===== src/hdl/cds_pkg.sv =====
// ----------------------------------------------------------------------------
// Critically damped smoother package
// Shared types and fixed constants for the smoothing step sequencer.
// ----------------------------------------------------------------------------
package cds_pkg;

	// Sequencer states, one-hot coded.
	typedef enum logic [5:0] {
		ST_IDLE = 6'b000001,
		ST_LOAD = 6'b000010,
		ST_MUL  = 6'b000100,
		ST_DIV  = 6'b001000,
		ST_WB   = 6'b010000,
		ST_OUT  = 6'b100000
	} state_t;

	// Operations of one smoothing step, in the order they run.
	typedef enum logic [3:0] {
		OP_OMEGA = 4'd0,
		OP_X     = 4'd1,
		OP_X2    = 4'd2,
		OP_X3    = 4'd3,
		OP_T1    = 4'd4,
		OP_T2    = 4'd5,
		OP_E     = 4'd6,
		OP_MC    = 4'd7,
		OP_Q1    = 4'd8,
		OP_TEMP  = 4'd9,
		OP_Q2    = 4'd10,
		OP_NVEL  = 4'd11,
		OP_Q3    = 4'd12
	} op_t;

	// Register indexes of the configuration port.
	localparam logic CFG_SMOOTH_TIME = 1'b0;
	localparam logic CFG_MAX_SPEED   = 1'b1;

	// The multiplier retires one radix-4 digit of a 32-bit operand per cycle.
	localparam int MUL_DIGITS = 16;
	localparam int CNT_W      = 6;
	localparam int DEN_W      = 40;

	localparam logic [30:0] U31_MAX = 31'h7FFF_FFFF;
	localparam logic [31:0] S32_MAX = 32'h7FFF_FFFF;
	localparam logic [31:0] S32_MIN = 32'h8000_0000;

endpackage


===== src/hdl/critically_damped_smoother.sv =====
// ----------------------------------------------------------------------------
// Critically damped smoother
// One critically damped spring step per input word, in signed fixed point.
// ----------------------------------------------------------------------------
// Usage:
// An input word (current_pos, target_pos, time_step) is taken on in_valid and
// in_ready. The block holds one velocity and returns one output word
// (new_pos, new_velocity, overshoot_pinned) on out_valid and out_ready.
// smooth_time and max_speed are written through cfg_we, cfg_index and cfg_data;
// the user writes them only while the block is idle, which is not enforced.
// Each step runs thirteen operations on one shared unsigned multiplier that
// takes a radix-4 digit per cycle and one restoring divider that takes one
// quotient bit per cycle. Each operation is framed by a setup state (ST_LOAD)
// and a write-back state (ST_WB). One word is in work at a time, so a new
// word is taken only after the previous step has moved into the output
// register.
// The result sits in an output register, so a new word is taken while the
// previous result waits; a stalled receiver then holds the finished step
// until the register frees.
// Reset clears the velocity to zero, sets smooth_time to 1.0 and max_speed
// to unlimited, and leaves the block idle with no word pending.
// ----------------------------------------------------------------------------
module critically_damped_smoother #(
	parameter int FRAC_BITS = 16
) (
	input  logic        clk,
	input  logic        arst_n,
	input  logic        in_valid,
	output logic        in_ready,
	input  logic signed [31:0] current_pos,
	input  logic signed [31:0] target_pos,
	input  logic [30:0] time_step,
	output logic        out_valid,
	input  logic        out_ready,
	output logic signed [31:0] new_pos,
	output logic signed [31:0] new_velocity,
	output logic        overshoot_pinned,
	input  logic        cfg_we,
	input  logic        cfg_index,
	input  logic [30:0] cfg_data
);
	import cds_pkg::*;

	localparam int DW = 2 * FRAC_BITS + 2;
	localparam longint ONE_L = 64'd1 << FRAC_BITS;
	localparam longint MIN_ST_R = (ONE_L + 5000) / 10000;
	localparam logic [30:0] MIN_ST = (MIN_ST_R < 1) ? 31'd1 : 31'(MIN_ST_R);
	localparam logic [31:0] C48 = 32'((48 * ONE_L + 50) / 100);
	localparam logic [31:0] C235 = 32'((235 * ONE_L + 500) / 1000);
	localparam logic [DEN_W-1:0] ONE_D = DEN_W'(ONE_L);
	localparam logic [DW-1:0] DVD_OMEGA = DW'(1) << (2 * FRAC_BITS + 1);
	localparam logic [DW-1:0] DVD_E = DW'(1) << (2 * FRAC_BITS);

	function automatic logic [31:0] sat32(input logic signed [63:0] v);
		logic [31:0] r;
		if (v > 64'sh7FFF_FFFF) begin
			r = S32_MAX;
		end else if (v < -64'sh8000_0000) begin
			r = S32_MIN;
		end else begin
			r = v[31:0];
		end
		return r;
	endfunction

	function automatic logic [31:0] mag32(input logic [31:0] v);
		return v[31] ? (32'd0 - v) : v;
	endfunction

	state_t state_q;
	op_t    op_q;
	logic [CNT_W-1:0] cnt_q;

	logic [30:0] smooth_time_q, max_speed_q;
	logic [31:0] vel_q;

	logic [31:0] cur_q, tgt_q;
	logic [30:0] dt_q, st_q, omega_q, x_q;
	logic [31:0] x2_q, x3_q, e_q;
	logic [DEN_W-1:0] den_q;
	logic signed [33:0] chg_q;
	logic [31:0] q1_q, temp_q, q2_q, nvel_q, q3_q;

	// Multiplier and divider datapath registers.
	logic [31:0] ma_q, mlo_q;
	logic [33:0] ma3_q;
	logic [32:0] mhi_q;
	logic        mneg_q;
	logic [DW-1:0] dvd_q, quot_q;
	logic [DEN_W-1:0] rem_q, dvs_q;

	logic out_valid_q, pinned_q;
	logic [31:0] npos_q, nvel_out_q;

	// Operands derived from the stored step values.
	logic [31:0] chg_s, a1, a2, a3;
	always_comb begin
		chg_s = sat32(64'(chg_q));
		a1 = sat32(64'($signed(vel_q)) + 64'($signed(q1_q)));
		a2 = sat32(64'($signed(vel_q)) - 64'($signed(q2_q)));
		a3 = sat32(64'($signed(chg_s)) + 64'($signed(temp_q)));
	end

	// Operand selection for the next operation.
	logic [31:0] ld_a, ld_b;
	logic        ld_neg, ld_div;
	logic [DW-1:0] ld_dvd;
	logic [DEN_W-1:0] ld_dvs;
	always_comb begin
		ld_a = '0;
		ld_b = '0;
		ld_neg = 1'b0;
		ld_div = 1'b0;
		ld_dvd = DVD_OMEGA;
		ld_dvs = DEN_W'(st_q);
		unique case (op_q)
			OP_OMEGA: begin
				ld_div = 1'b1;
			end
			OP_X: begin
				ld_a = {1'b0, omega_q};
				ld_b = {1'b0, dt_q};
			end
			OP_X2: begin
				ld_a = {1'b0, x_q};
				ld_b = {1'b0, x_q};
			end
			OP_X3: begin
				ld_a = x2_q;
				ld_b = {1'b0, x_q};
			end
			OP_T1: begin
				ld_a = C48;
				ld_b = x2_q;
			end
			OP_T2: begin
				ld_a = C235;
				ld_b = x3_q;
			end
			OP_E: begin
				ld_div = 1'b1;
				ld_dvd = DVD_E;
				ld_dvs = den_q;
			end
			OP_MC: begin
				ld_a = {1'b0, max_speed_q};
				ld_b = {1'b0, st_q};
			end
			OP_Q1: begin
				ld_a = {1'b0, omega_q};
				ld_b = mag32(chg_s);
				ld_neg = chg_s[31];
			end
			OP_TEMP: begin
				ld_a = mag32(a1);
				ld_b = {1'b0, dt_q};
				ld_neg = a1[31];
			end
			OP_Q2: begin
				ld_a = {1'b0, omega_q};
				ld_b = mag32(temp_q);
				ld_neg = temp_q[31];
			end
			OP_NVEL: begin
				ld_a = mag32(a2);
				ld_b = e_q;
				ld_neg = a2[31];
			end
			OP_Q3: begin
				ld_a = mag32(a3);
				ld_b = e_q;
				ld_neg = a3[31];
			end
			default: begin
				ld_a = '0;
			end
		endcase
	end

	// One radix-4 multiplier digit.
	logic [33:0] m_add;
	logic [34:0] m_sum;
	always_comb begin
		case (mlo_q[1:0])
			2'd0: m_add = '0;
			2'd1: m_add = {2'b00, ma_q};
			2'd2: m_add = {1'b0, ma_q, 1'b0};
			default: m_add = ma3_q;
		endcase
		m_sum = {2'b00, mhi_q} + {1'b0, m_add};
	end

	// One restoring divider step.
	logic [DEN_W-1:0] d_r2;
	logic d_ge;
	always_comb begin
		d_r2 = {rem_q[DEN_W-2:0], dvd_q[DW-1]};
		d_ge = (d_r2 >= dvs_q);
	end

	// Post-processing of the finished product.
	logic [63:0] prod, mag;
	logic [31:0] qres;
	always_comb begin
		prod = {mhi_q[31:0], mlo_q};
		mag = prod >> FRAC_BITS;
		if (mneg_q) begin
			qres = (mag > 64'h8000_0000) ? S32_MIN : (32'd0 - mag[31:0]);
		end else begin
			qres = (mag > 64'h7FFF_FFFF) ? S32_MAX : mag[31:0];
		end
	end

	// Final position and the overshoot test.
	logic signed [63:0] lim_tgt;
	logic [31:0] npos;
	logic pin;
	always_comb begin
		lim_tgt = 64'($signed(cur_q)) - 64'(chg_q);
		npos = sat32(lim_tgt + 64'($signed(q3_q)));
		pin = ($signed(tgt_q) > $signed(cur_q)) == ($signed(npos) > $signed(tgt_q));
	end

	// The finished step moves into the output register when it is free.
	logic out_load;
	assign out_load = (state_q == ST_OUT) && (!out_valid_q || out_ready);

	assign in_ready = (state_q == ST_IDLE);
	assign out_valid = out_valid_q;
	assign new_pos = npos_q;
	assign new_velocity = nvel_out_q;
	assign overshoot_pinned = pinned_q;

	// Configuration registers.
	always_ff @(posedge clk or negedge arst_n) begin
		if (!arst_n) begin
			smooth_time_q <= 31'(ONE_L);
			max_speed_q <= U31_MAX;
		end else if (cfg_we) begin
			unique case (cfg_index)
				CFG_SMOOTH_TIME: smooth_time_q <= cfg_data;
				CFG_MAX_SPEED: max_speed_q <= cfg_data;
				default: max_speed_q <= max_speed_q;
			endcase
		end
	end

	// Control: sequencer, velocity and output word.
	always_ff @(posedge clk or negedge arst_n) begin
		if (!arst_n) begin
			state_q <= ST_IDLE;
			op_q <= OP_OMEGA;
			cnt_q <= '0;
			vel_q <= '0;
			out_valid_q <= 1'b0;
		end else begin
			if (out_load) begin
				out_valid_q <= 1'b1;
			end else if (out_ready) begin
				out_valid_q <= 1'b0;
			end
			unique case (state_q)
				ST_IDLE: begin
					if (in_valid) begin
						op_q <= OP_OMEGA;
						state_q <= ST_LOAD;
					end
				end
				ST_LOAD: begin
					if (ld_div) begin
						cnt_q <= CNT_W'(DW - 1);
						state_q <= ST_DIV;
					end else begin
						cnt_q <= CNT_W'(MUL_DIGITS - 1);
						state_q <= ST_MUL;
					end
				end
				ST_MUL, ST_DIV: begin
					cnt_q <= cnt_q - 1'b1;
					if (cnt_q == '0) begin
						state_q <= ST_WB;
					end
				end
				ST_WB: begin
					if (op_q == OP_Q3) begin
						state_q <= ST_OUT;
					end else begin
						op_q <= op_t'(op_q + 4'd1);
						state_q <= ST_LOAD;
					end
				end
				ST_OUT: begin
					if (out_load) begin
						vel_q <= pin ? 32'd0 : nvel_q;
						state_q <= ST_IDLE;
					end
				end
				default: state_q <= ST_IDLE;
			endcase
		end
	end

	// Datapath registers.
	always_ff @(posedge clk) begin
		unique case (state_q)
			ST_IDLE: begin
				cur_q <= current_pos;
				tgt_q <= target_pos;
				dt_q <= time_step;
				st_q <= (smooth_time_q < MIN_ST) ? MIN_ST : smooth_time_q;
				chg_q <= 34'(current_pos) - 34'(target_pos);
			end
			ST_LOAD: begin
				ma_q <= ld_a;
				ma3_q <= {2'b00, ld_a} + {1'b0, ld_a, 1'b0};
				mlo_q <= ld_b;
				mhi_q <= '0;
				mneg_q <= ld_neg;
				dvd_q <= ld_dvd;
				dvs_q <= ld_dvs;
				rem_q <= '0;
				quot_q <= '0;
			end
			ST_MUL: begin
				mhi_q <= m_sum[34:2];
				mlo_q <= {m_sum[1:0], mlo_q[31:2]};
			end
			ST_DIV: begin
				rem_q <= d_ge ? (d_r2 - dvs_q) : d_r2;
				quot_q <= {quot_q[DW-2:0], d_ge};
				dvd_q <= {dvd_q[DW-2:0], 1'b0};
			end
			ST_WB: begin
				unique case (op_q)
					OP_OMEGA: omega_q <= (quot_q > DW'(U31_MAX)) ? U31_MAX : quot_q[30:0];
					OP_X: x_q <= (mag > 64'(U31_MAX)) ? U31_MAX : mag[30:0];
					OP_X2: x2_q <= (mag > 64'hFFFF_FFFF) ? 32'hFFFF_FFFF : mag[31:0];
					OP_X3: x3_q <= (mag > 64'hFFFF_FFFF) ? 32'hFFFF_FFFF : mag[31:0];
					OP_T1: den_q <= ONE_D + DEN_W'(x_q) + mag[DEN_W-1:0];
					OP_T2: den_q <= den_q + mag[DEN_W-1:0];
					OP_E: e_q <= quot_q[31:0];
					OP_MC: begin
						if (max_speed_q != U31_MAX) begin
							if (64'(chg_q) > $signed(mag)) begin
								chg_q <= mag[33:0];
							end else if (64'(chg_q) < -$signed(mag)) begin
								chg_q <= 34'd0 - mag[33:0];
							end
						end
					end
					OP_Q1: q1_q <= qres;
					OP_TEMP: temp_q <= qres;
					OP_Q2: q2_q <= qres;
					OP_NVEL: nvel_q <= qres;
					OP_Q3: q3_q <= qres;
					default: q3_q <= qres;
				endcase
			end
			ST_OUT: begin
				if (out_load) begin
					npos_q <= pin ? tgt_q : npos;
					nvel_out_q <= pin ? 32'd0 : nvel_q;
					pinned_q <= pin;
				end
			end
			default: begin
				mneg_q <= mneg_q;
			end
		endcase
	end

endmodule

===== config.mk =====
export PLATFORM = sky130hd
export DESIGN_NAME = critically_damped_smoother
export DESIGN_NICKNAME = d
export VERILOG_FILES = /design/src/hdl/cds_pkg.sv /design/src/hdl/critically_damped_smoother.sv
export SDC_FILE = /design/constraint.sdc
export NUM_CORES = 2
export LEC_CHECK = 0
export BUFFER_PORTS_ARGS = -buffer_cell sky130_fd_sc_hd__buf_4
export CORE_MARGIN = 8
export CORE_UTILIZATION = 55
export CTS_BUF_LIST = sky130_fd_sc_hd__clkbuf_4 sky130_fd_sc_hd__clkbuf_8
export DETAILED_ROUTE_END_ITERATION = 7
export PLACE_DENSITY = 0.75
export SETUP_SLACK_MARGIN = 0.05
export SLEW_MARGIN = 10
export SYNTH_ARGS = -nofsm -noshare
export SYNTH_HDL_FRONTEND = slang
export SYNTH_SLANG_ARGS = --single-unit

===== constraint.sdc =====
create_clock -name clk -period 8.8 [get_ports clk]
set_clock_uncertainty 0.1 [all_clocks]
set_input_delay 0.88 -clock clk [delete_from_list [all_inputs] [get_ports clk]]
set_output_delay 0.88 -clock clk [all_outputs]
set_load 0.005 [all_outputs]

==> out/metrics.yaml <==
fin_area_um2: 75900
r2r_end: "new_pos[2]"
finalWirelength_mm: 252
critPathRequiredTime_ns: 9.46
async_reset_ff_share_pct: 11.8
cpMaxStageDelayCell: "edfxtp_1"
synth_edf_count: 829
grtUsageMet1_pct: 45.4
ir_worst_vdd_mv: 0.813
yosys_warnings: 0
die_area_um2: 134000
ys_seq_area_share_pct: 41.0
end_kind: "flop"
cellPowerDensity_nw_per_um2: 369
ys_ff_latch: 940
portBuffers: 198
gp_congestion: 1.05
synth_nets: 7743
final.fill_count: 10133
leakage_uw: 0.0318
clock_path_buffers: 3
seq_area_um2: 27700
num-nets-final: 8060
dp_cells: 8751
met3_usage_pct: 11.4
row_count: 128
drtPass1Iterations: 8
synth_cells: 7009
grt_max_degree: 76
path_class: "flop to flop"
core_um2: 122000
syn_avg_cell_area_um2: 9.65
max_stage_delay_ns: 0.59
busiest_layer: "met2"
hold_violations: 0
ys_types: 116
track_usage_pct: 36.0
endpoint: "new_pos[2]"
die_w_um: 367
remaining_drc_errors: 0
max_freq_mhz: 121
slew_headroom_pct: 1.45
crit_arrival_ns: 8.95
final_common_cell: "edfxtp_1"
maxSlewViolCount: 0
crit_fanout: 33
cts_tree: "yes"
worst_pin_slew_ns: 1.48
drv_cap: 0
grt_pass1_wl_mm: 368
cts_max_level: 4
vias: 59613
dieHeight_um: 367
ff2ff_setup_slack_ns: 0.51
crit_start: "chg_q[1]"
grt_overflow_total: 0
clk_latency_ns: 0.95
ys.flop_type: "edfxtp_1"
avgRoutedWirePerCell_um: 27.7
hold_slack_ns: 0.0374
final_core_util_pct: 62.3
clockRootBuffer: "clkbuf_8"
critPathLaunchType: "flop"
cts.sinks: 940
worstHoldStart: "time_step[12]"
drtAntennaViolNets: 0
min_period_over_period_pct: 94.2
grt_setup_unrepaired: "no"
synthesis.area_um2: 67600
via_per_inst: 6.55
areaGrowthSynthToFinish_pct: 12.2
fin_cells: 9098
grt_antenna_before_repair: 34
ff2ff_path_depth: 28
clk_pin_slew_ns: 0.06
hp-class: "input port to flop"
start_util_pct: 55.5
tns_ns: 0
multiInputGateArea_um2: 37300
cts_made_buffers: 163
grt_pass1_vias: 56884
setup_violations: 0
drt_iter0_drc: 7742
placed_cell_area_um2: 72000
grtUsageMet2_pct: 54.1
min_period_ns: 8.29
io_pins: 199
final_cell_mix: "edfxtp_1, nand2_1, ha_1"
outcome: "finished, final reports clean"
drive_above_1_share_pct: 13.7
crit_path_frequent_cell: "a21oi_1"
r2r_start: "chg_q[1]"
place_hpwl_mm: 196
layout make-up:
type / count / area share [%]
Multi-Input combinational cell: 5293 / 49.1
Sequential cell: 940 / 36.5
Timing Repair Buffer: 467 / 4.77
Clock buffer: 237 / 3.83
Tap cell: 1625 / 2.68
Inverter: 461 / 2.29
Clock inverter: 63 / 0.801
Antenna cell: 12 / 0.0395
per-stage QoR:
| stage | worst slack, ns | total power, uW |
|---|---|---|
| floorplan | 0.0623 | 17700 |
| global placement | 0.719 | 22900 |
| detailed placement | 0.637 | 23100 |
| CTS | 0.645 | 27600 |
| global route | 0.0915 | 29700 |
| finish | 0.510 | 28000 |
registers in the layout (all words and copies together), names as in the netlist, 32 cells and up:
| register | cells |
|---|---|
| x2_q | 32 |
| q2_q | 32 |
| tgt_q | 32 |
| ma_q | 32 |
| den_q | 40 |
| q1_q | 32 |
| cur_q | 32 |
| e_q | 32 |
| mhi_q | 33 |
| rem_q | 39 |
| temp_q | 32 |
| q3_q | 32 |
| ma3_q | 33 |
| new_velocity | 32 |
| chg_q | 34 |
| vel_q | 32 |
| quot_q | 34 |
| x3_q | 32 |
| nvel_q | 32 |
| dvs_q | 40 |
| mlo_q | 32 |
| new_pos | 32 |
worst max-delay path: cells and delay by family (launching register included):
family / cells / cell delay (ns)
AOI/OAI and AO/OA: 13 / 3.41
xor gates and xnor gates: 2 / 0.61
adders and majority gates: 3 / 1.12
buffers and inverters: 4 / 0.69
DFF: 1 / 0.59
and+or+nand+nor: 6 / 1.60
synth_stat cells, types with 96 or more instances:
cell type | count | share of area, %
xor2_1 | 167 | 2.2
o21ai_0 | 369 | 2.7
clkbuf_1 | 273 | 1.5
nor3_1 | 131 | 0.97
edfxtp_1 | 829 | 37
nor2_1 | 541 | 3.0
and2_1 | 116 | 1.1
a21o_1 | 235 | 2.6
mux2_2 | 125 | 2.1
ha_1 | 559 | 10
inv_1 | 450 | 2.5
nand2b_1 | 105 | 0.97
nand3_1 | 141 | 1.0
nand4_1 | 135 | 1.2
xnor2_1 | 277 | 3.6
a21oi_1 | 469 | 3.5
nand2_1 | 581 | 3.2
a22oi_1 | 96 | 1.1
report_power, final:
part           total, uW  internal, uW  switching (uW)
Combinational      16400          5940           10400
Sequential          7250          6380             863
Clock               4390          2390            1990
Total              28000         14700           13300
layer usage:
metal | routed length (um) | vias to the layer above | part of all wire [%]
li1 | - | 26737 | -
met1 | 96400 | 28488 | 38
met2 | 108000 | 3552 | 43
met3 | 29600 | 822 | 12
met4 | 18100 | 14 | 7.2
met5 | 136 | - | 0.054
how the worst min path moves through the flow:
stage / slack (ns) / end / cells after the start
finish: 0.04 / dt_q[12] / 1
global route: 0.01 / dt_q[12] / 1
CTS: 0.0003 / dt_q[12] / 1
detailed placement: 0.34 / e_q[22] / 0
global placement: 0.34 / e_q[26] / 0
floorplan: 0.33 / e_q[0] / 0
kinds of logic after synthesis:
logic type	Yosys count	share of synthesized area, %
AOI/OAI and AO/OA	1997	19.8
xor gates and xnor gates	444	5.75
adders and majority gates	603	11.6
buffers and inverters	776	4.36
DFF	940	41.0
muxes	145	2.38
and+or+nand+nor	2104	15.1
repair_timing:
action                     4_1_cts  5_1_grt
resized for setup                0        4
hold buffers                    31        0
hold endpoints to repair        39        0
setup buffers                    0        3
setup endpoints to repair        0        3
(Power assumes the default switching activity.)
